### config.mk
export PLATFORM = sky130hd
export DESIGN_NAME = best_fit_block_allocator_unit
export DESIGN_NICKNAME = d
export VERILOG_FILES = /design/src/rtl/bfa_pkg.sv /design/src/rtl/bfa_front.sv /design/src/rtl/bfa_queue.sv /design/src/rtl/bfa_back.sv /design/src/rtl/best_fit_block_allocator_unit.sv
export SDC_FILE = /design/constraint.sdc
export NUM_CORES = 1
export LEC_CHECK = 0
export ABC_AREA = 1
export BUFFER_PORTS_ARGS = -buffer_cell sky130_fd_sc_hd__buf_2
export CORE_MARGIN = 2
export CORE_UTILIZATION = 60
export CTS_CLUSTER_DIAMETER = 60
export CTS_CLUSTER_SIZE = 40
export DETAILED_ROUTE_END_ITERATION = 16
export GPL_ROUTABILITY_DRIVEN = 0
export PLACE_DENSITY_LB_ADDON = 0.1
export SLEW_MARGIN = 20
export SYNTH_ARGS = -nofsm -noshare
export SYNTH_HDL_FRONTEND = slang
export SYNTH_SLANG_ARGS = --single-unit
### constraint.sdc
create_clock -name clk -period 4.7 [get_ports clk]
set_input_delay 0.94 -clock clk [delete_from_list [all_inputs] [get_ports clk]]
set_output_delay 0.94 -clock clk [all_outputs]
set_load 0.02 [all_outputs]
### src/rtl/bfa_pkg.sv
// Shared constants and types for the best-fit block allocator.
`timescale 1ns / 1ps
`default_nettype none

package bfa_pkg;

    localparam int MAX_BLOCKS  = 32;
    localparam int SIZE_BITS   = 16;
    localparam int IDX_BITS    = $clog2(MAX_BLOCKS);
    localparam int CNT_BITS    = $clog2(MAX_BLOCKS + 1);
    localparam int CFG_BITS    = 6;
    localparam int QUEUE_DEPTH = 4;
    localparam int QPTR_BITS   = $clog2(QUEUE_DEPTH);
    localparam int DATA_BITS   = 24;

    // Mode codes of an input word.
    localparam logic MODE_LOAD    = 1'b0;
    localparam logic MODE_REQUEST = 1'b1;

    // One classified operation handed from front to back.
    typedef struct packed {
        logic                is_req;
        logic [IDX_BITS-1:0]  idx;
        logic [SIZE_BITS-1:0] size;
        logic [CNT_BITS-1:0]  count;
    } op_entry_t;

    // One allocation result.
    typedef struct packed {
        logic                granted;
        logic [IDX_BITS-1:0]  block;
        logic [SIZE_BITS-1:0] remaining;
    } result_t;

endpackage

`default_nettype wire

### src/rtl/bfa_front.sv
// Input front end: holds the scan count register and classifies input words.
`timescale 1ns / 1ps
`default_nettype none

module bfa_front (
    input  wire logic                          clk,
    input  wire logic                          rst_n,
    input  wire logic                          cfg_valid,
    output logic                               cfg_ready,
    input  wire logic [bfa_pkg::CFG_BITS-1:0]  cfg_data,
    input  wire logic                          in_valid,
    output logic                               in_ready,
    input  wire logic                          in_mode,
    input  wire logic [bfa_pkg::IDX_BITS-1:0]  in_idx,
    input  wire logic [bfa_pkg::SIZE_BITS-1:0] in_size,
    input  wire logic                          q_full,
    output logic                               q_push,
    output bfa_pkg::op_entry_t                 q_entry
);

    logic [bfa_pkg::CFG_BITS-1:0] blocks_in_use_reg;
    logic [bfa_pkg::CNT_BITS-1:0] scan_count;
    logic                         load_in_range;

    assign cfg_ready = 1'b1;

    always_ff @(posedge clk or negedge rst_n)
    begin
        if (!rst_n)
        begin
            blocks_in_use_reg <= '0;
        end
        else if (cfg_valid)
        begin
            blocks_in_use_reg <= cfg_data;
        end
    end

    // clamp scan count to table depth
    always_comb
    begin
        if (bfa_pkg::CNT_BITS'(blocks_in_use_reg) > bfa_pkg::CNT_BITS'(bfa_pkg::MAX_BLOCKS))
        begin
            scan_count = bfa_pkg::CNT_BITS'(bfa_pkg::MAX_BLOCKS);
        end
        else
        begin
            scan_count = bfa_pkg::CNT_BITS'(blocks_in_use_reg);
        end
    end

    assign load_in_range = bfa_pkg::CNT_BITS'(in_idx) < bfa_pkg::CNT_BITS'(bfa_pkg::MAX_BLOCKS);

    assign in_ready = !q_full;

    // out-of-range loads are accepted and dropped
    assign q_push = in_valid && in_ready &&
                    ((in_mode == bfa_pkg::MODE_REQUEST) || load_in_range);

    assign q_entry.is_req = (in_mode == bfa_pkg::MODE_REQUEST);
    assign q_entry.idx    = in_idx;
    assign q_entry.size   = in_size;
    assign q_entry.count  = scan_count;

endmodule

`default_nettype wire

### src/rtl/bfa_queue.sv
// Short operation queue between front end and scan engine.
`timescale 1ns / 1ps
`default_nettype none

module bfa_queue (
    input  wire logic               clk,
    input  wire logic               rst_n,
    input  wire logic               push,
    input  wire bfa_pkg::op_entry_t push_entry,
    output logic                    full,
    input  wire logic               pop,
    output logic                    valid,
    output bfa_pkg::op_entry_t      pop_entry
);

    bfa_pkg::op_entry_t entries_reg [bfa_pkg::QUEUE_DEPTH];

    logic [bfa_pkg::QPTR_BITS-1:0] wr_ptr_reg;
    logic [bfa_pkg::QPTR_BITS-1:0] rd_ptr_reg;
    logic [bfa_pkg::QPTR_BITS:0]   fill_reg;
    logic                          do_push;
    logic                          do_pop;

    assign full      = (fill_reg == (bfa_pkg::QPTR_BITS + 1)'(bfa_pkg::QUEUE_DEPTH));
    assign valid     = (fill_reg != '0);
    assign do_push   = push && !full;
    assign do_pop    = pop && valid;
    assign pop_entry = entries_reg[rd_ptr_reg];

    always_ff @(posedge clk or negedge rst_n)
    begin
        if (!rst_n)
        begin
            wr_ptr_reg <= '0;
            rd_ptr_reg <= '0;
            fill_reg   <= '0;
        end
        else
        begin
            if (do_push)
            begin
                wr_ptr_reg <= wr_ptr_reg + 1'b1;
            end
            if (do_pop)
            begin
                rd_ptr_reg <= rd_ptr_reg + 1'b1;
            end
            if (do_push && !do_pop)
            begin
                fill_reg <= fill_reg + 1'b1;
            end
            else if (do_pop && !do_push)
            begin
                fill_reg <= fill_reg - 1'b1;
            end
        end
    end

    always_ff @(posedge clk)
    begin
        if (do_push)
        begin
            entries_reg[wr_ptr_reg] <= push_entry;
        end
    end

endmodule

`default_nettype wire

### src/rtl/bfa_back.sv
// Scan engine: free-size table, best-fit scan, write-back and output register.
`timescale 1ns / 1ps
`default_nettype none

module bfa_back (
    input  wire logic               clk,
    input  wire logic               rst_n,
    input  wire logic               q_valid,
    input  wire bfa_pkg::op_entry_t q_entry,
    output logic                    q_pop,
    output logic                    out_valid,
    input  wire logic               out_ready,
    output bfa_pkg::result_t        out_result
);

    localparam logic [1:0] ST_IDLE = 2'd0;
    localparam logic [1:0] ST_SCAN = 2'd1;
    localparam logic [1:0] ST_DONE = 2'd2;

    logic [1:0] state_reg;
    logic [1:0] state_next;

    logic [bfa_pkg::SIZE_BITS-1:0] mem [bfa_pkg::MAX_BLOCKS];
    logic [bfa_pkg::SIZE_BITS-1:0] rd_data_reg;
    logic                          rd_en;
    logic [bfa_pkg::IDX_BITS-1:0]  rd_addr;
    logic                          wr_en;
    logic [bfa_pkg::IDX_BITS-1:0]  wr_addr;
    logic [bfa_pkg::SIZE_BITS-1:0] wr_data;

    logic [bfa_pkg::CNT_BITS-1:0]  cnt_reg,       cnt_next;
    logic [bfa_pkg::CNT_BITS-1:0]  rd_idx_reg,    rd_idx_next;
    logic [bfa_pkg::SIZE_BITS-1:0] size_reg,      size_next;
    logic                          cmp_valid_reg, cmp_valid_next;
    logic [bfa_pkg::IDX_BITS-1:0]  cmp_idx_reg,   cmp_idx_next;
    logic                          found_reg,     found_next;
    logic [bfa_pkg::IDX_BITS-1:0]  best_reg,      best_next;
    logic [bfa_pkg::SIZE_BITS-1:0] best_left_reg, best_left_next;

    logic                          out_valid_reg, out_valid_next;
    bfa_pkg::result_t              out_res_reg,   out_res_next;

    logic [bfa_pkg::SIZE_BITS-1:0] left;
    logic                          fits;

    assign fits = (rd_data_reg >= size_reg);
    assign left = rd_data_reg - size_reg;

    always_comb
    begin
        state_next     = state_reg;
        cnt_next       = cnt_reg;
        rd_idx_next    = rd_idx_reg;
        size_next      = size_reg;
        cmp_valid_next = 1'b0;
        cmp_idx_next   = cmp_idx_reg;
        found_next     = found_reg;
        best_next      = best_reg;
        best_left_next = best_left_reg;
        out_res_next   = out_res_reg;
        out_valid_next = out_valid_reg && !out_ready;
        q_pop          = 1'b0;
        rd_en          = 1'b0;
        rd_addr        = rd_idx_reg[bfa_pkg::IDX_BITS-1:0];
        wr_en          = 1'b0;
        wr_addr        = q_entry.idx;
        wr_data        = q_entry.size;

        case (state_reg)
            ST_IDLE:
            begin
                if (q_valid)
                begin
                    q_pop = 1'b1;
                    if (q_entry.is_req)
                    begin
                        cnt_next    = q_entry.count;
                        size_next   = q_entry.size;
                        rd_idx_next = '0;
                        found_next  = 1'b0;
                        state_next  = ST_SCAN;
                    end
                    else
                    begin
                        wr_en = 1'b1;
                    end
                end
            end
            ST_SCAN:
            begin
                // issue side: one table read per cycle
                if (rd_idx_reg < cnt_reg)
                begin
                    rd_en          = 1'b1;
                    rd_idx_next    = rd_idx_reg + 1'b1;
                    cmp_valid_next = 1'b1;
                    cmp_idx_next   = rd_idx_reg[bfa_pkg::IDX_BITS-1:0];
                end
                // compare side: later index wins a tie
                if (cmp_valid_reg && fits && (!found_reg || left <= best_left_reg))
                begin
                    found_next     = 1'b1;
                    best_next      = cmp_idx_reg;
                    best_left_next = left;
                end
                if (!(rd_idx_reg < cnt_reg) && !cmp_valid_reg)
                begin
                    state_next = ST_DONE;
                end
            end
            ST_DONE:
            begin
                if (!out_valid_reg || out_ready)
                begin
                    out_valid_next = 1'b1;
                    out_res_next.granted   = found_reg;
                    out_res_next.block     = found_reg ? best_reg : '0;
                    out_res_next.remaining = found_reg ? best_left_reg : '0;
                    wr_en      = found_reg;
                    wr_addr    = best_reg;
                    wr_data    = best_left_reg;
                    state_next = ST_IDLE;
                end
            end
            default:
            begin
                state_next = ST_IDLE;
            end
        endcase
    end

    always_ff @(posedge clk or negedge rst_n)
    begin
        if (!rst_n)
        begin
            state_reg     <= ST_IDLE;
            cmp_valid_reg <= 1'b0;
            found_reg     <= 1'b0;
            out_valid_reg <= 1'b0;
        end
        else
        begin
            state_reg     <= state_next;
            cmp_valid_reg <= cmp_valid_next;
            found_reg     <= found_next;
            out_valid_reg <= out_valid_next;
        end
    end

    always_ff @(posedge clk)
    begin
        cnt_reg       <= cnt_next;
        rd_idx_reg    <= rd_idx_next;
        size_reg      <= size_next;
        cmp_idx_reg   <= cmp_idx_next;
        best_reg      <= best_next;
        best_left_reg <= best_left_next;
        out_res_reg   <= out_res_next;
    end

    // free-size table, registered read
    always_ff @(posedge clk)
    begin
        if (wr_en)
        begin
            mem[wr_addr] <= wr_data;
        end
        if (rd_en)
        begin
            rd_data_reg <= mem[rd_addr];
        end
    end

    assign out_valid  = out_valid_reg;
    assign out_result = out_res_reg;

endmodule

`default_nettype wire

### src/rtl/best_fit_block_allocator_unit.sv
// Top level of the best-fit block allocator.
//
// Usage:
//   cfg_*   : one register, the number of table entries a request scans
//             (values above the table depth scan the whole table). Write it
//             only while the block is idle; cfg_ready is always high.
//   s_axis  : input words. tuser = mode (0 load, 1 request). A load writes
//             one block size and gives no result; a request gives one word.
//   m_axis  : one result word per request: granted flag, chosen block and
//             the size left in it (block and size read 0 if not granted).
// Flow:
//   A word enters the operation queue in the cycle it is accepted and the
//   scan engine pops it once idle. A load is written to the table in the
//   cycle it is popped. A request scans N entries, N the clamped scan
//   count: one table read per cycle through the single comparator, then
//   a write-back of the chosen block in the cycle the result is loaded.
//   The queue keeps accepting up to four words while the engine is busy.
// Reset: clears the scan count to 0, the queue and the engine state. Table
//   entries are undefined until loaded.
// Stall: a result waits in the output register; the engine stops before
//   loading the next result until that one is taken, and the queue then
//   fills and drops s_axis_tready.
`timescale 1ns / 1ps
`default_nettype none

module best_fit_block_allocator_unit (
    input  wire logic                          clk,
    input  wire logic                          rst_n,
    // configuration write channel
    input  wire logic                          cfg_valid,
    output logic                               cfg_ready,
    input  wire logic [bfa_pkg::CFG_BITS-1:0]  cfg_data,   // blocks_in_use
    // input stream
    input  wire logic                          s_axis_tvalid,
    output logic                               s_axis_tready,
    input  wire logic [bfa_pkg::DATA_BITS-1:0] s_axis_tdata,  // load_index, size_value
    input  wire logic                          s_axis_tuser,  // mode
    // result stream
    output logic                               m_axis_tvalid,
    input  wire logic                          m_axis_tready,
    output logic [bfa_pkg::DATA_BITS-1:0]      m_axis_tdata,  // chosen_block, remaining_size
    output logic                               m_axis_tuser   // granted
);

    localparam int SIZE_LO = bfa_pkg::IDX_BITS;
    localparam int SIZE_HI = bfa_pkg::IDX_BITS + bfa_pkg::SIZE_BITS - 1;

    logic               q_full;
    logic               q_push;
    bfa_pkg::op_entry_t q_push_entry;
    logic               q_valid;
    logic               q_pop;
    bfa_pkg::op_entry_t q_pop_entry;
    bfa_pkg::result_t   result;

    bfa_front u_front (
        .clk       (clk),
        .rst_n     (rst_n),
        .cfg_valid (cfg_valid),
        .cfg_ready (cfg_ready),
        .cfg_data  (cfg_data),
        .in_valid  (s_axis_tvalid),
        .in_ready  (s_axis_tready),
        .in_mode   (s_axis_tuser),
        .in_idx    (s_axis_tdata[bfa_pkg::IDX_BITS-1:0]),
        .in_size   (s_axis_tdata[SIZE_HI:SIZE_LO]),
        .q_full    (q_full),
        .q_push    (q_push),
        .q_entry   (q_push_entry)
    );

    // decouples word intake from the scan engine
    bfa_queue u_queue (
        .clk        (clk),
        .rst_n      (rst_n),
        .push       (q_push),
        .push_entry (q_push_entry),
        .full       (q_full),
        .pop        (q_pop),
        .valid      (q_valid),
        .pop_entry  (q_pop_entry)
    );

    bfa_back u_back (
        .clk        (clk),
        .rst_n      (rst_n),
        .q_valid    (q_valid),
        .q_entry    (q_pop_entry),
        .q_pop      (q_pop),
        .out_valid  (m_axis_tvalid),
        .out_ready  (m_axis_tready),
        .out_result (result)
    );

    // pack result word, zero padded to whole bytes
    assign m_axis_tuser = result.granted;
    assign m_axis_tdata = bfa_pkg::DATA_BITS'({result.remaining, result.block});

endmodule

`default_nettype wire
After elaboration in Yosys (flattened, before gate mapping)
Memory sizes are Yosys's and may differ from the RTL's. A register that Yosys moved wholly into a read port is not among the register bits.
Cells that the tools add are included.
{"block": "op_classes", "addsub": 6, "n_mul": 0, "n_div": 0, "order_cmp": 4, "n_eq_ne": 9, "shifts": 0, "n_mux": 34, "bitwise": 0, "n_reduce_logical": 30}
{"operator": "two-way mux 16 bit", "count": 2}
{"operator": "two-way mux 6 bit", "count": 4}
{"operator": ">= comparator 16 bit", "count": 1}
{"operator": "<= comparator 16 bit", "count": 1}
{"operator": "two-way mux 1 bit", "count": 16}
{"operator": "subtractor 16 bit", "count": 1}
{"operator": "one-hot mux 6 bit (2 select lines)", "count": 1}
{"operator": "AND reduction 4 bit", "count": 3}
{"operator": "two-way mux 5 bit", "count": 2}
{"operator": "logical AND 1 bit", "count": 9}
{"operator": "logical NOT 1 bit", "count": 8}
{"operator": "two-way mux 2 bit", "count": 4}
{"operator": "inequality test 2 x 1 -> 1 bit, second input constant", "count": 4}
{"operator": "adder 6 x 1 -> 6 bit, second input constant", "count": 1}
{"operator": "> comparator 6 bit, second input constant", "count": 1}
{"operator": "< comparator 6 bit", "count": 1}
{"operator": "two-way mux 3 bit", "count": 2}
{"operator": "one-hot mux 2 bit (3 select lines)", "count": 1}
{"operator": "AND reduction 2 bit", "count": 3}
{"operator": "adder 2 x 1 -> 2 bit, second input constant", "count": 2}
{"operator": "inequality test 2 bit, second input constant", "count": 2}
{"operator": "one-hot mux 1 bit (2 select lines)", "count": 2}
{"operator": "nonzero test 2 bit", "count": 2}
{"operator": "adder 3 x 1 -> 3 bit, second input constant", "count": 1}
{"operator": "8 further kinds", "count": 9}
{"block": "word_totals", "reg_bits": 94, "latch_bits": 0, "ram_bits": 624, "mem_bits_ro": 0, "output_inout_bits": 28, "wordCells": 102, "mem_count": 2}
{"memory": "u_back.mem", "depth": 32, "width": 16, "rd": 1, "rd_clocked_by_memory_dff": 1, "wr": 1, "line_no": "bfa_back.sv:23", "source": "logic [bfa_pkg::SIZE_BITS-1:0] mem [bfa_pkg::MAX_BLOCKS];"}
{"memory": "u_queue.entries_reg", "depth": 4, "width": 28, "rd": 1, "rd_clocked_by_memory_dff": 0, "wr": 1, "line_no": "bfa_queue.sv:16", "source": "bfa_pkg::op_entry_t entries_reg [bfa_pkg::QUEUE_DEPTH];"}

Longest topological paths before layout
Gate-level depths: netlist (run 1).
{"block": "logic_depth", "depth_word": 8, "ltp_mapped": 21, "ltp_nobuf": 21}

Cells and area by module
Synthesis (run 1) repeated with hierarchy kept, for this count alone.
{"block": "hier_totals", "cells_unflattened": 2520, "hier_area_um2": 30663.2}
{"module": "bfa_back", "instances": 1, "cells_per_inst": 2070, "area_each_um2": 25189.2, "seq_area_each_um2": 18262.5}
{"module": "bfa_queue", "instances": 1, "cells_per_inst": 387, "area_each_um2": 4991.0, "seq_area_each_um2": 3538.4}
{"module": "bfa_front", "instances": 1, "cells_per_inst": 59, "area_each_um2": 456.7, "seq_area_each_um2": 150.1}
{"module": "best_fit_block_allocator_unit", "instances": 1, "cells_per_inst": 4, "area_each_um2": 26.3, "seq_area_each_um2": 0.0}

Worst setup path before layout (run 1)
Ideal clock, no wire load.
{"block": "synth_timing", "kind": "reg2reg", "startpoint": "register u_back.size_reg[0] (netlist name)", "endpoint": "register u_back.best_left_reg[0] (netlist name) (enable)", "arrival_ps": 3360, "required_ps": 4301, "setup_slack_ps": 941, "stages_incl_launch_ff": 20, "synth_period_minus_slack_ps": 3759, "cell_sequence": "edfxtp_1 -> ha_1 -> fa_1 -> inv_1 -> nand3_1 -> nand2_1 -> nand2_1 -> nand2_1 -> a21oi_1 -> o21bai_1 -> xor2_1 -> ha_1 -> nand2_1 -> nor2_1 -> nand2_1 -> nor2_1 -> nor2_1 -> nand2_1 -> nand2_1 -> nor2_1"}
{"block": "synth_via", "elab_chain_cells": 5, "word_cells_on_any_way": 7, "classes_between": "add/sub (1); order compare (2); reduce/logical (4)"}
{"item": "start: declaration", "line_no": "bfa_back.sv:33", "source": "logic [bfa_pkg::SIZE_BITS-1:0] size_reg, size_next;"}
{"item": "start signal: assignment", "line_no": "bfa_back.sv:154", "source": "size_reg <= size_next;"}
{"item": "subtractor 16 bit", "line_no": "bfa_back.sv:47", "source": "assign left = rd_data_reg - size_reg;"}
{"item": "named net u_back.left (one bit)", "line_no": "bfa_back.sv:43", "source": "logic [bfa_pkg::SIZE_BITS-1:0] left;"}
{"item": "<= comparator 16 bit", "line_no": "bfa_back.sv:100", "source": "if (cmp_valid_reg && fits && (!found_reg || left <= best_left_reg))"}
{"item": "logical OR 1 bit", "line_no": "bfa_back.sv:100"}
{"item": "logical AND 1 bit", "line_no": "bfa_back.sv:100"}
{"item": "AND reduction 2 bit (no source line)"}
{"item": "end signal: assignment", "line_no": "bfa_back.sv:157", "source": "best_left_reg <= best_left_next;"}
{"item": "end: declaration", "line_no": "bfa_back.sv:38", "source": "logic [bfa_pkg::SIZE_BITS-1:0] best_left_reg, best_left_next;"}
The timed path passes the listed nets, and every way through them passes these cells.
A chain may end at the register's enable or synchronous reset.

Worst setup path in the final report (run 1)
{"block": "layout_timing", "startpoint": "register u_back.rd_data_reg[2] (netlist name) (read register of u_back.mem)", "endpoint": "register u_back.best_reg[4] (netlist name) (enable)"}
{"block": "layout_via", "elab_chain_cells": 5, "word_cells_on_any_way": 7, "classes_between": "add/sub (1); order compare (2); reduce/logical (4)"}
{"item": "start: declaration", "line_no": "bfa_back.sv:24", "source": "logic [bfa_pkg::SIZE_BITS-1:0] rd_data_reg;"}
{"item": "subtractor 16 bit", "line_no": "bfa_back.sv:47"}
{"item": "named net u_back.left (one bit)", "line_no": "bfa_back.sv:43"}
{"item": "<= comparator 16 bit", "line_no": "bfa_back.sv:100"}
{"item": "logical OR 1 bit", "line_no": "bfa_back.sv:100"}
{"item": "logical AND 1 bit", "line_no": "bfa_back.sv:100"}
{"item": "AND reduction 2 bit (no source line)"}
{"item": "end signal: assignment", "line_no": "bfa_back.sv:156", "source": "best_reg <= best_next;"}
{"item": "end: declaration", "line_no": "bfa_back.sv:37", "source": "logic [bfa_pkg::IDX_BITS-1:0] best_reg, best_next;"}
The timed path passes the listed nets, and every way through them passes these cells.

==> key figures, run 1 <==
Global route
  – Total gr overflow: 0
  – Tot GR Track Use: 26.63%
  – Largest net degree at the start of global routing: 184
  – Vias in the first global route: 17,497
  – First-pass GRT wire length: 102.4 mm
  – Initial antenna violation count: 3

Floorplan
  – Initial core utilization: 60.91%
  – Io pins: 64
  – Row cnt: 81
  – DIE AREA: 0.05160 mm^2
  – DIE HEIGHT: 227.2 um
  – Die W: 227.2 um
  – CORE AREA: 0.04905 mm^2

Logic synthesis
  – Post-synth EDFFs: 716
  – Yosys top cell area share: 71.96%
  – Most frequent cell after synthesis: edfxtp_1
  – Cell taking the most area after synthesis: edfxtp_1
  – Distinct cells, synth: 44
  – Asr flop ratio synth: 2.452%
  – Synth Cell Area: 0.02988 mm^2
  – Most common library cells after synthesis: edfxtp_1 (716), nor2_1 (430), o21ai_0 (330)
  – Yosys warns: 0
  – Largest cells by area after synthesis: edfxtp_1 (72%), o21ai_0 (5.5%), nor2_1 (5.4%)
  – Post-synthesis sequential area ratio: 73.46%
  – Post-synth top flop: edfxtp_1
  – Cell count after synthesis: 2,342
  – Mean area per synthesized cell: 12.76 um^2
  – Number of synthesized register bits: 734

Final layout
  – Area delta synth->final: 8.848%
  – Layout cell share with drive strength beyond 1: 9.930%
  – FILL cells: 3,603
  – Final Net Count: 2,464
  – Max reg flops: 512

Place
  – Port bufs: 56
  – HPWL after DPL: 38.83 mm

Worst hold path
  – Hold Crit Class: in -> async

Clocking
  – Clock Sinks: 734
  – Clock transition at path regs: 0.09 ns
  – H-tree Lvls: 2
  – Clock root buffer: clkbuf_16
  – Cts repair resizes: 0
  – Clock Latency Late Sink: 0.62 ns
  – Post-CTS Setup Inserts: 0
  – Cts hold-fix bufs: 0
  – Largest buffer count on any clock path: 3
  – Num CTS Buffers: 42
  – Clock tree from TritonCTS: built

Routing
  – DRT Pass-1 Iters: 5
  – DR WL/cell: 21.99 um
  – Final WL: 67.81 mm
  – Post-DRT Antenna Nets: 0
  – Drt first-iter violations: 2,225
  – DR vias: 18,355
  – Routed vias/inst: 5.954
  – Residual DRC: 0

Timing
  – Min Tclk post-route: 3.844 ns
  – Setup TNS: 0 ns
  – Fmax: 260.2 MHz
  – Hold_ws: 0.2819 ns
  – Final setup violation count: 0
  – Final Skew: 0.03902 ns
  – RSZ-0062 raised after global routing: no
  – Fin. Hold Viols: 0
  – Fin. max-slew vios: 0
  – Max-slew headroom: 25.77%
  – Final Cycle Share: 81.78%
  – Worst Max-Slew Pin Slew: 1.114 ns

Run status
  – Status: complete, no violations

Worst setup path
  – Worst R2R Setup Slack: 0.86 ns
  – WP data arrival: 4.12 ns
  – Path depth of the worst reg2reg path: 17
  – Crit Path Max Fanout: 18
  – Startpoint Class: register
  – CP Class: reg -> reg
  – CP required: 4.98 ns
  – R2r startpoint: u_back.rd_data_reg[2]$_DFFE_PP_
  – CP startpoint: u_back.rd_data_reg[2]$_DFFE_PP_
  – CP endpoint kind: register

Pwr
  – Pwr Density: 702.3 mW/mm^2
  – Leakage: 0.01123 uW
  – Peak supply drop: 0.5674 mV

Job
  – Maxcap violations: 0
path summary, 6_finish.rpt:
kind                                                     endpoint
worst max-delay path                 u_back.best_reg[4]$_DFFE_PP_
worst min-delay path              u_queue.fill_reg[1]$_DFFE_PN0P_
worst max register to register       u_back.best_reg[4]$_DFFE_PP_
worst min register to register       u_back.best_reg[1]$_DFFE_PP_
max in group asynchronous       u_queue.wr_ptr_reg[1]$_DFFE_PN0P_
min in group clk                     u_back.best_reg[1]$_DFFE_PP_
report_power, final:
part | switching [uW] | internal, uW
Combinational | 6470 | 2440
Clock | 2250 | 1860
Sequential | 345 | 9470
cells in the final DEF, fill, tap and decap left out, drive strengths merged:
cell type  Yosys  routed
mux2           2       2
edfxtp       716     716
nor2         433     433
o21bai         1       1
clkinvlp       0       3
o221ai        18      18
and3           1       1
nor3           4       4
conb           2       4
bufinv         0       1
fa             2       2
a31oi          1       1
nor3b          1       1
buf           47     129
inv          129     140
clkbuf        87      47
diode          0       2
o31ai          2       2
o2111ai        1       1
ha            43      43
or2            1       1
xor2           9       9
nand3         30      30
a21oi         35      35
o21ai        365     365
xnor2          9       9
dfrtp         18      18
nand3b         1       1
clkinv         2      18
nand2        207     207
a21o           1       1
o21a           2       2
o211ai        52      52
nand4         33      33
o22ai         87      87
area by class of cell:
class | count | area [um^2] | area share, %
multi-input cells | 1345 | 6907 | 21.24
flip-flops and latches | 734 | 21950 | 67.49
clock inverters | 31 | 364.1 | 1.119
clock buffers | 47 | 1091 | 3.355
inverters | 131 | 496.7 | 1.527
diodes | 2 | 5.005 | 0.01539
repair buffers | 129 | 878.3 | 2.701
well taps | 664 | 830.8 | 2.554
through the flow:
step	instance area [um^2]	std cells	setup WS, ns	util [%]	total power [uW]
floorplan	29890	2344	0.9412	-	15760
global placement	31040	3003	0.9754	63.28	18520
detailed placement	31060	3003	0.9139	63.33	18800
CTS	32520	3081	0.8668	66.29	22870
global route	32520	3083	0.5140	66.30	24170
finish	32520	3083	0.8563	66.30	22840
routing by layer:
metal	share of wire, %	GRT usage (%)
met1	42	37.64
met2	47	43.15
met3	8.5	4.853
met4	2.4	7.253
met5	0	0
cells by family (layout without fill, tap and decap cells):
family | count (synthesis) | after routing | synth area share [%]
AO/OA/AOI/OAI | 565 | 565 | 10.63
XOR/XNOR | 18 | 18 | 0.5276
adder cells (fa/ha/maj) | 45 | 45 | 1.935
buffers and inverters | 265 | 338 | 3.777
flip-flops | 734 | 734 | 73.46
multiplexers | 2 | 2 | 0.07537
other | 2 | 6 | 0.02513
AND/OR/NAND/NOR | 711 | 711 | 9.568
worst max-delay path, stage by stage, from the launching register on:
cell and delay (ns):
edfxtp_1 0.39, ha_1 0.38, nand3b_1 0.09, nand2_1 0.12, a21oi_1 0.13, o21ai_0 0.46
nand2_1 0.10, nand2_1 0.10, xor2_1 0.20, ha_1 0.28, a21oi_1 0.14, o21ai_0 0.16
a21oi_1 0.19, nand2_1 0.07, nand2_1 0.12, nand2_1 0.09, nor2_2 0.18, buf_4 0.32
No activity file was read; power rests on OpenSTA's default activity.
==> run 2, diff against run 1 <==
--- a/config.mk
+++ b/config.mk
@@ -8,7 +8,7 @@
 export ABC_AREA = 1
 export BUFFER_PORTS_ARGS = -buffer_cell sky130_fd_sc_hd__buf_2
 export CORE_MARGIN = 2
-export CORE_UTILIZATION = 60
+export CORE_UTILIZATION = 56
 export CTS_CLUSTER_DIAMETER = 60
 export CTS_CLUSTER_SIZE = 40
 export DETAILED_ROUTE_END_ITERATION = 16
==> constraint.sdc (replaced) <==
create_clock -name clk -period 3.4 [get_ports clk]
set_input_delay 0.68 -clock clk [delete_from_list [all_inputs] [get_ports clk]]
set_output_delay 0.68 -clock clk [all_outputs]
set_load 0.02 [all_outputs]
==> run 2 against run 1 <==
Compared with the run above:
- worst hold slack got worse by 0.25 ns
- critical path depth increased by 3
- cell count increased by 2.3%
- power increased by 48%
- count of clock-buffer cells in the layout unchanged
- sequential power increased by 38%
- maximum frequency increased by 15%
- die area increased by 7.0%
- first-iteration DRC count decreased by 20%
- critical path type unchanged
==> key figures, run 2 (same netlist as run 1, synthesis figures left out) <==
Worst setup path
  – CP required: 3.73 ns (-1.25 ns)
  – CP endpoint kind: register
  – Path depth of the worst reg2reg path: 20 (+3)
  – Reg-to-reg endpoint: u_back.best_left_reg[0]$_DFFE_PP_
  – R2r startpoint: u_back.rd_data_reg[0]$_DFFE_PP_
  – Startpoint Class: register
  – WP data arrival: 3.69 ns (-0.43 ns)
  – Worst R2R Setup Slack: 0.04 ns (-0.81 ns)
  – Critical Path, Cell by Cell: inv_1 -> ha_2 -> fa_2 -> inv_2 -> nand3_2 -> nand2_2 -> nand2_2 -> nand2_4 -> a21oi_4 -> o21bai_1 -> xor2_1 -> ha_1 -> nand2_2 -> o21ai_2 -> a21oi_2 -> nand2_1 -> nand2_2 -> nand2_2 -> nor2_4 -> clkbuf_16
  – Critical path's slowest cell: fa_2
  – CP dominant cell by count: nand2_2
  – Crit Path Max Fanout: 10 (-8)
  – CP Class: reg -> reg
  – Critical path's largest stage delay: 0.41 ns (-0.05 ns)

Timing
  – Final setup violation count: 0 (unchanged)
  – Max-slew headroom: 36.65% (+11 points)
  – Fmax: 297.9 MHz (+15%)
  – Final Cycle Share: 98.73% (+17 points)
  – RSZ-0062 raised after global routing: yes
  – Min Tclk post-route: 3.357 ns (-0.4870 ns)
  – Worst Max-Slew Pin Slew: 0.9503 ns (-0.1632 ns)
  – Fin. Hold Viols: 0 (unchanged)
  – Final worst slack: 0.04333 ns (-0.8130 ns)
  – Hold_ws: 0.02753 ns (-0.2544 ns)
  – Fin. max-slew vios: 0 (unchanged)
  – Setup TNS: 0 ns (unchanged)
  – Final Skew: 0.03772 ns (-0.001295 ns)

Floorplan
  – DIE AREA: 0.05522 mm^2 (+7.0%)
  – Io pins: 64 (unchanged)
  – DIE HEIGHT: 235.0 um (+3.4%)
  – CORE AREA: 0.05266 mm^2 (+7.3%)
  – Die W: 235.0 um (+3.4%)
  – Initial core utilization: 56.75% (-4.2 points)
  – Row cnt: 84 (+3.7%)

Routing
  – Routed vias/inst: 5.917 (-0.62%)
  – Drt first-iter violations: 1,770 (-20%)
  – DRT Pass-1 Iters: 5 (unchanged)
  – Residual DRC: 0 (unchanged)
  – DR WL/cell: 22.52 um (+2.4%)
  – Post-DRT Antenna Nets: 0 (unchanged)
  – DR vias: 18,667 (+1.7%)
  – Final WL: 71.04 mm (+4.8%)

Place
  – Port bufs: 56 (unchanged)
  – HPWL after DPL: 41.62 mm (+7.2%)
  – Pre-CTS setup slack: 0.02603 ns (-0.8878 ns)

Pwr
  – Power, Total: 33,730 uW (+48%)
  – Peak supply drop: 0.6614 mV (+17%)
  – Sequential Power Share: 40.0% (-3.0 points)
  – Comb pwr share: 41.7% (+2.7 points)
  – Int Pwr: 20,050 uW (+46%)
  – Leakage: 0.01158 uW (+3.1%)
  – Psw: 13,680 uW (+51%)
  – Clock power frac: 18.3% (+0.3 points)
  – Switching part of the total: 40.56% (+0.86 points)
  – Pwr Density: 1013 mW/mm^2 (+44%)

Final layout
  – Register area: 0.02195 mm^2 (unchanged)
  – Ant diodes: 0 (-2)
  – Area delta synth->final: 11.39%
  – Leading cell types in the layout, fill and taps excluded: edfxtp_1 (716), nor2_1 (419), o21ai_0 (311)
  – Most common cell after layout, fill and taps aside: edfxtp_1
  – Layout cell share with drive strength beyond 1: 13.50% (+3.6 points)
  – Fin util: 63.21% (-3.1 points)
  – Max reg flops: 512 (unchanged)
  – Final Net Count: 2,511 (+1.9%)
  – FILL cells: 3,968 (+10%)
  – Area of the multi-input gates: 0.007051 mm^2 (+2.1%)

Global route
  – Vias in the first global route: 18,107 (+3.5%)
  – Tot GR Track Use: 25.62% (-1.0 points)
  – Largest net degree at the start of global routing: 131 (-29%)
  – First-pass GRT wire length: 107.6 mm (+5.0%)
  – Total gr overflow: 0 (unchanged)
  – Initial antenna violation count: 1 (-2)

Clocking
  – Num CTS Buffers: 46 (+9.5%)
  – Largest buffer count on any clock path: 3 (unchanged)
  – Clock transition at path regs: 0.09 ns (about the same)
  – Clock tree from TritonCTS: built
  – Clock root buffer: clkbuf_16
  – Clock Latency Late Sink: 0.62 ns (about the same)
  – Clock Sinks: 734 (unchanged)
  – H-tree Lvls: 2 (unchanged)

Job
  – Maxcap violations: 0 (unchanged)

Worst hold path
  – Hold Crit Class: in -> async

Run status
  – Status: complete, no violations
==> run 2: power by group through the flow <==
stage          Sequential (uW)  Clock [uW]  Combinational (uW)
6_report                 13500        6170               14100
5_1_grt                  13600        6580               15400
4_1_cts                  13500        6280               13300
3_5_place_dp             13700           0               13200
3_3_place_gp             13700           0               12800
2_1_floorplan            13700           0                8090
==> run 2: final cells by class <==
cell class                 instances  share of cell area, %
timing repair buffer             172                  3.876
sequential                       734                  65.95
clock inverter                    38                  1.380
tap                              688                  2.586
inverter                         131                  1.492
clock buffer                      47                  3.534
multi-input combinational       1345                  21.18
==> run 2: per-stage QoR <==
step | cell area (um^2) | std cells
2_1_floorplan | 29890 | 2344
3_3_place_gp | 31380 | 3061
3_5_place_dp | 31380 | 3061
4_1_cts | 33070 | 3147
5_1_grt | 33280 | 3155
6_report | 33280 | 3155
==> run 2: worst max-delay path by stage <==
stage / startpoint / end / slack [ns]
2_1_floorplan: m_axis_tready / u_back.mem[0][15]$_DFFE_PP_ / 0.03
3_3_place_gp: u_back.size_reg[2]$_DFFE_PP_ / u_back.best_left_reg[9]$_DFFE_PP_ / 0.09
3_5_place_dp: u_back.size_reg[2]$_DFFE_PP_ / u_back.best_left_reg[11]$_DFFE_PP_ / 0.03
4_1_cts: u_back.size_reg[0]$_DFFE_PP_ / u_back.best_reg[4]$_DFFE_PP_ / 0.03
5_1_grt: u_back.rd_data_reg[0]$_DFFE_PP_ / u_back.best_reg[1]$_DFFE_PP_ / -0.17
6_report: u_back.rd_data_reg[0]$_DFFE_PP_ / u_back.best_left_reg[0]$_DFFE_PP_ / 0.04
==> run 2: what timing repair did <==
| action | 4_1_cts | 5_1_grt |
|---|---|---|
| gates resized for setup | 6 | 41 |
| hold buffers | 0 | 0 |
| gates cloned | 1 | 1 |
| pin swaps | 1 | 26 |
| endpoints found under the setup margin | 2 | 21 |
| buffers inserted | 0 | 7 |
==> run 2: metal layers <==
layer  part of all wire (%)  track usage, %  wire length, um
met3                    7.1           3.689             5032
met4                    2.5           7.422             1782
met1                     42           36.52            29820
met2                     48           41.52            34400
met5                      0               0                0
==> run 2: critical path, delay by kind of cell (launching register included) <==
kind | cells | cell delay, ns
AOI/OAI and AO/OA | 4 | 0.42
xor gates and xnor gates | 1 | 0.23
adders and majority gates | 3 | 0.89
buffers and inverters | 3 | 0.34
DFF | 1 | 0.35
and+or+nand+nor | 9 | 0.85
==> run 3, diff against run 2 <==
--- a/config.mk
+++ b/config.mk
@@ -5,10 +5,10 @@
 export SDC_FILE = /design/constraint.sdc
 export NUM_CORES = 1
 export LEC_CHECK = 0
-export ABC_AREA = 1
+export ABC_AREA = 0
 export BUFFER_PORTS_ARGS = -buffer_cell sky130_fd_sc_hd__buf_2
 export CORE_MARGIN = 2
-export CORE_UTILIZATION = 56
+export CORE_UTILIZATION = 51
 export CTS_CLUSTER_DIAMETER = 60
 export CTS_CLUSTER_SIZE = 40
 export DETAILED_ROUTE_END_ITERATION = 16
==> run 3 against run 2 <==
Compared with the run above:
- the flow now finishes with violations (setup timing)
- critical path depth decreased by 4
- combinational power decreased by 16%
- sequential power about the same
- count of clock-buffer cells in the layout rose by 2
- first-iteration DRC count fell by 34%
- highest routed layer unchanged
==> key figures, run 3 <==
Logic synthesis
  – Largest cells by area after synthesis: edfxtp_1 (74%), mux4_2 (15%), ha_1 (1.8%)
  – Yosys warns: 0 (unchanged)
  – Yosys top cell area share: 73.86% (+1.9 points)
  – Synth Cell Area: 0.02911 mm^2 (-2.6%)
  – Post-synth EDFFs: 716 (unchanged)
  – Cell count after synthesis: 1,379 (-41%)
  – Post-synth top flop: edfxtp_1
  – Distinct cells, synth: 47 (+6.8%)
  – Cell taking the most area after synthesis: edfxtp_1
  – Post-synthesis sequential area ratio: 75.41% (+1.9 points)
  – Mean area per synthesized cell: 21.11 um^2 (+65%)
  – Most frequent cell after synthesis: edfxtp_1
  – Asr flop ratio synth: 2.452% (unchanged)
  – Number of synthesized register bits: 734 (unchanged)
  – Most common library cells after synthesis: edfxtp_1 (716), mux4_2 (188), nor2_1 (53)

Floorplan
  – DIE AREA: 0.05901 mm^2 (+6.9%)
  – Io pins: 64 (unchanged)
  – Row cnt: 87 (+3.6%)
  – Die W: 242.9 um (+3.4%)
  – DIE HEIGHT: 242.9 um (+3.4%)
  – CORE AREA: 0.05639 mm^2 (+7.1%)
  – Initial core utilization: 51.63% (-5.1 points)

Final layout
  – Register area: 0.02195 mm^2 (about the same)
  – Final Net Count: 1,637 (-35%)
  – Layout cell share with drive strength beyond 1: 34.57% (+21 points)
  – Leading cell types in the layout, fill and taps excluded: edfxtp_1 (716), mux4_2 (188), buf_4 (119)
  – Post-Layout Cell Count: 2,350 (-26%)
  – Max reg flops: 512 (unchanged)
  – Area delta synth->final: 13.77%
  – Most common cell after layout, fill and taps aside: edfxtp_1
  – Ant diodes: 0 (unchanged)
  – Area of the multi-input gates: 0.006923 mm^2 (-1.8%)
  – FILL cells: 4,195 (+5.7%)

Clocking
  – Num CTS Buffers: 46 (unchanged)
  – Clock root buffer: clkbuf_16
  – Clock tree from TritonCTS: built
  – Largest buffer count on any clock path: 3 (unchanged)
  – H-tree Lvls: 2 (unchanged)
  – Clock transition at path regs: 0.08 ns (about the same)
  – Clock Latency Late Sink: 0.62 ns (about the same)
  – Clock Sinks: 734 (unchanged)

Worst setup path
  – CP required: 3.71 ns (-0.02 ns)
  – WP data arrival: 4.14 ns (+0.45 ns)
  – CP endpoint kind: register
  – CP Class: reg -> reg
  – Startpoint Class: register
  – Crit Path Max Fanout: 8 (-2)

Timing
  – Final worst slack: -0.4288 ns (-0.4722 ns)
  – Final Cycle Share: 112.6% (+14 points)
  – Final setup violation count: 21 (+21)
  – RSZ-0062 raised after global routing: yes
  – Min Tclk post-route: 3.829 ns (+0.4722 ns)
  – Fin. max-slew vios: 0 (unchanged)
  – Final Skew: 0.02734 ns (-0.01038 ns)
  – Fmax: 261.2 MHz (-12%)
  – Max-slew headroom: 50.86% (+14 points)
  – Worst Max-Slew Pin Slew: 0.7371 ns (-0.2132 ns)
  – Fin. Hold Viols: 0 (unchanged)

Routing
  – DRT Pass-1 Iters: 7 (+2)
  – Post-DRT Antenna Nets: 0 (unchanged)
  – Final WL: 62.30 mm (-12%)
  – Residual DRC: 0 (unchanged)
  – Drt first-iter violations: 1,174 (-34%)
  – DR WL/cell: 26.51 um (+18%)
  – DR vias: 13,630 (-27%)
  – Routed vias/inst: 5.800 (-2.0%)

Global route
  – Total gr overflow: 0 (unchanged)
  – Vias in the first global route: 14,165 (-22%)
  – First-pass GRT wire length: 92.89 mm (-14%)
  – Met1 GRT Util: 31.06% (-5.5 points)
  – Largest net degree at the start of global routing: 98 (-25%)
  – GR Util met2: 36.07% (-5.5 points)
  – GRT met3 Usage: 2.676% (-1.0 points)
  – Most used routing layer: met2
  – Tot GR Track Use: 21.69% (-3.9 points)
  – Initial antenna violation count: 1 (unchanged)

Pwr
  – Leakage: 0.01101 uW (-5.0%)
  – Power, Total: 31,290 uW (-7.2%)
  – Pwr Density: 944.8 mW/mm^2 (-6.8%)
  – Peak supply drop: 0.6433 mV (-2.7%)

Run status
  – Failing checks: setup timing
  – Status: complete, but fails checks

Worst hold path
  – Hold Crit Class: in -> async

Place
  – Placed cell count: 2,253 (-26%)
  – Port bufs: 56 (unchanged)
  – HPWL after DPL: 38.18 mm (-8.3%)
  – Pre-CTS setup slack: -0.3886 ns (-0.4147 ns)

Job
  – Maxcap violations: 0 (unchanged)
## run 3: changes by cell type in the layout (fill, tap and decap cells not counted), moves of 73 or more
cell     before  now
nor2_1      419   19
o22ai_1      86    0
o21ai_0     311    7
inv_1       121   48
mux4_2        0  188
nand2_1     198   44
## run 3: stage by stage
| step | instance area [um^2] | hold slack (ns) | TNS [ns] | util (%) |
|---|---|---|---|---|
| CTS | 33060 | 0.003398 | -6.229 | 58.62 |
| floorplan | 29170 | 0.3844 | -6.685 | - |
| global route | 33120 | 0.04464 | -12.29 | 58.73 |
| detailed placement | 31270 | 0.4062 | -7.843 | 55.45 |
| finish | 33120 | 0.02752 | -8.812 | 58.73 |
| global placement | 31270 | 0.4029 | -6.875 | 55.45 |
## run 3: worst max-delay path: stages, from the launching register on
cell and delay [ns]:
edfxtp_1 0.42, buf_4 0.16, buf_4 0.13, fa_2 0.35
nor2b_1 0.12, o21ai_1 0.09, a21oi_1 0.21, nor2_2 0.11
o311ai_2 0.31, xor2_1 0.14, ha_1 0.32, nand4_1 0.12
or3_4 0.42, o21a_1 0.22, a21boi_4 0.16, buf_6 0.13
buf_8 0.12
## run 3: kinds of logic after synthesis
kind of cell | synth area share, %
flops | 75.41
other cells | 0.02580
buf+inv | 1.724
simple gates | 2.794
fa+ha+maj | 1.986
mux | 15.62
xor+xnor | 0.6619
compound gates | 1.779
## run 3: cell type report
cell class	count	area share, %
inverter	49	0.5554
multi-input combinational	536	20.90
clock inverter	37	1.353
sequential	734	66.29
timing repair buffer	189	4.345
clock buffer	49	3.702
tap	756	2.856
## run 3: final timing paths
kind,from,end,slack (ns),cells after the start
max,u_back.size_reg[1]$_DFFE_PP_,u_back.best_left_reg[8]$_DFFE_PP_,-0.43,16
min in group clk,s_axis_tdata[0],u_queue.entries_reg[2][22]$_DFFE_PP_,0.29,1
min reg2reg,u_back.cmp_idx_reg[4]$_DFFE_PP_,u_back.best_reg[4]$_DFFE_PP_,0.43,0
max in group asynchronous,rst_n,u_queue.rd_ptr_reg[0]$_DFFE_PN0P_,3.02,1
max reg2reg,u_back.size_reg[1]$_DFFE_PP_,u_back.best_left_reg[8]$_DFFE_PP_,-0.43,16
min,rst_n,u_front.blocks_in_use_reg[3]$_DFFE_PN0P_,0.03,1
## run 3: report_power, final
| part | internal [uW] | switching, uW | leakage [uW] |
|---|---|---|---|
| Sequential | 12700 | 421 | 0.00671 |
| Clock | 2920 | 3320 | 0.000801 |
| Combinational | 5050 | 6840 | 0.00350 |
| Total | 20700 | 10600 | 0.0110 |
## run 3: per-layer routing
metal  part of all wire, %  routed length [um]
met3                   4.9                3046
met1                    43               26610
met4                   1.8                1139
met5                     0                   0
met2                    51               31500
## run 3: timing repair
action / in CTS / in global routing
gates cloned: 1 / 0
pin swaps: 7 / 16
resized for setup: 8 / 9
hold buffers: 0 / 0
buffers inserted: 5 / 5
setup endpoints to repair: 21 / 21
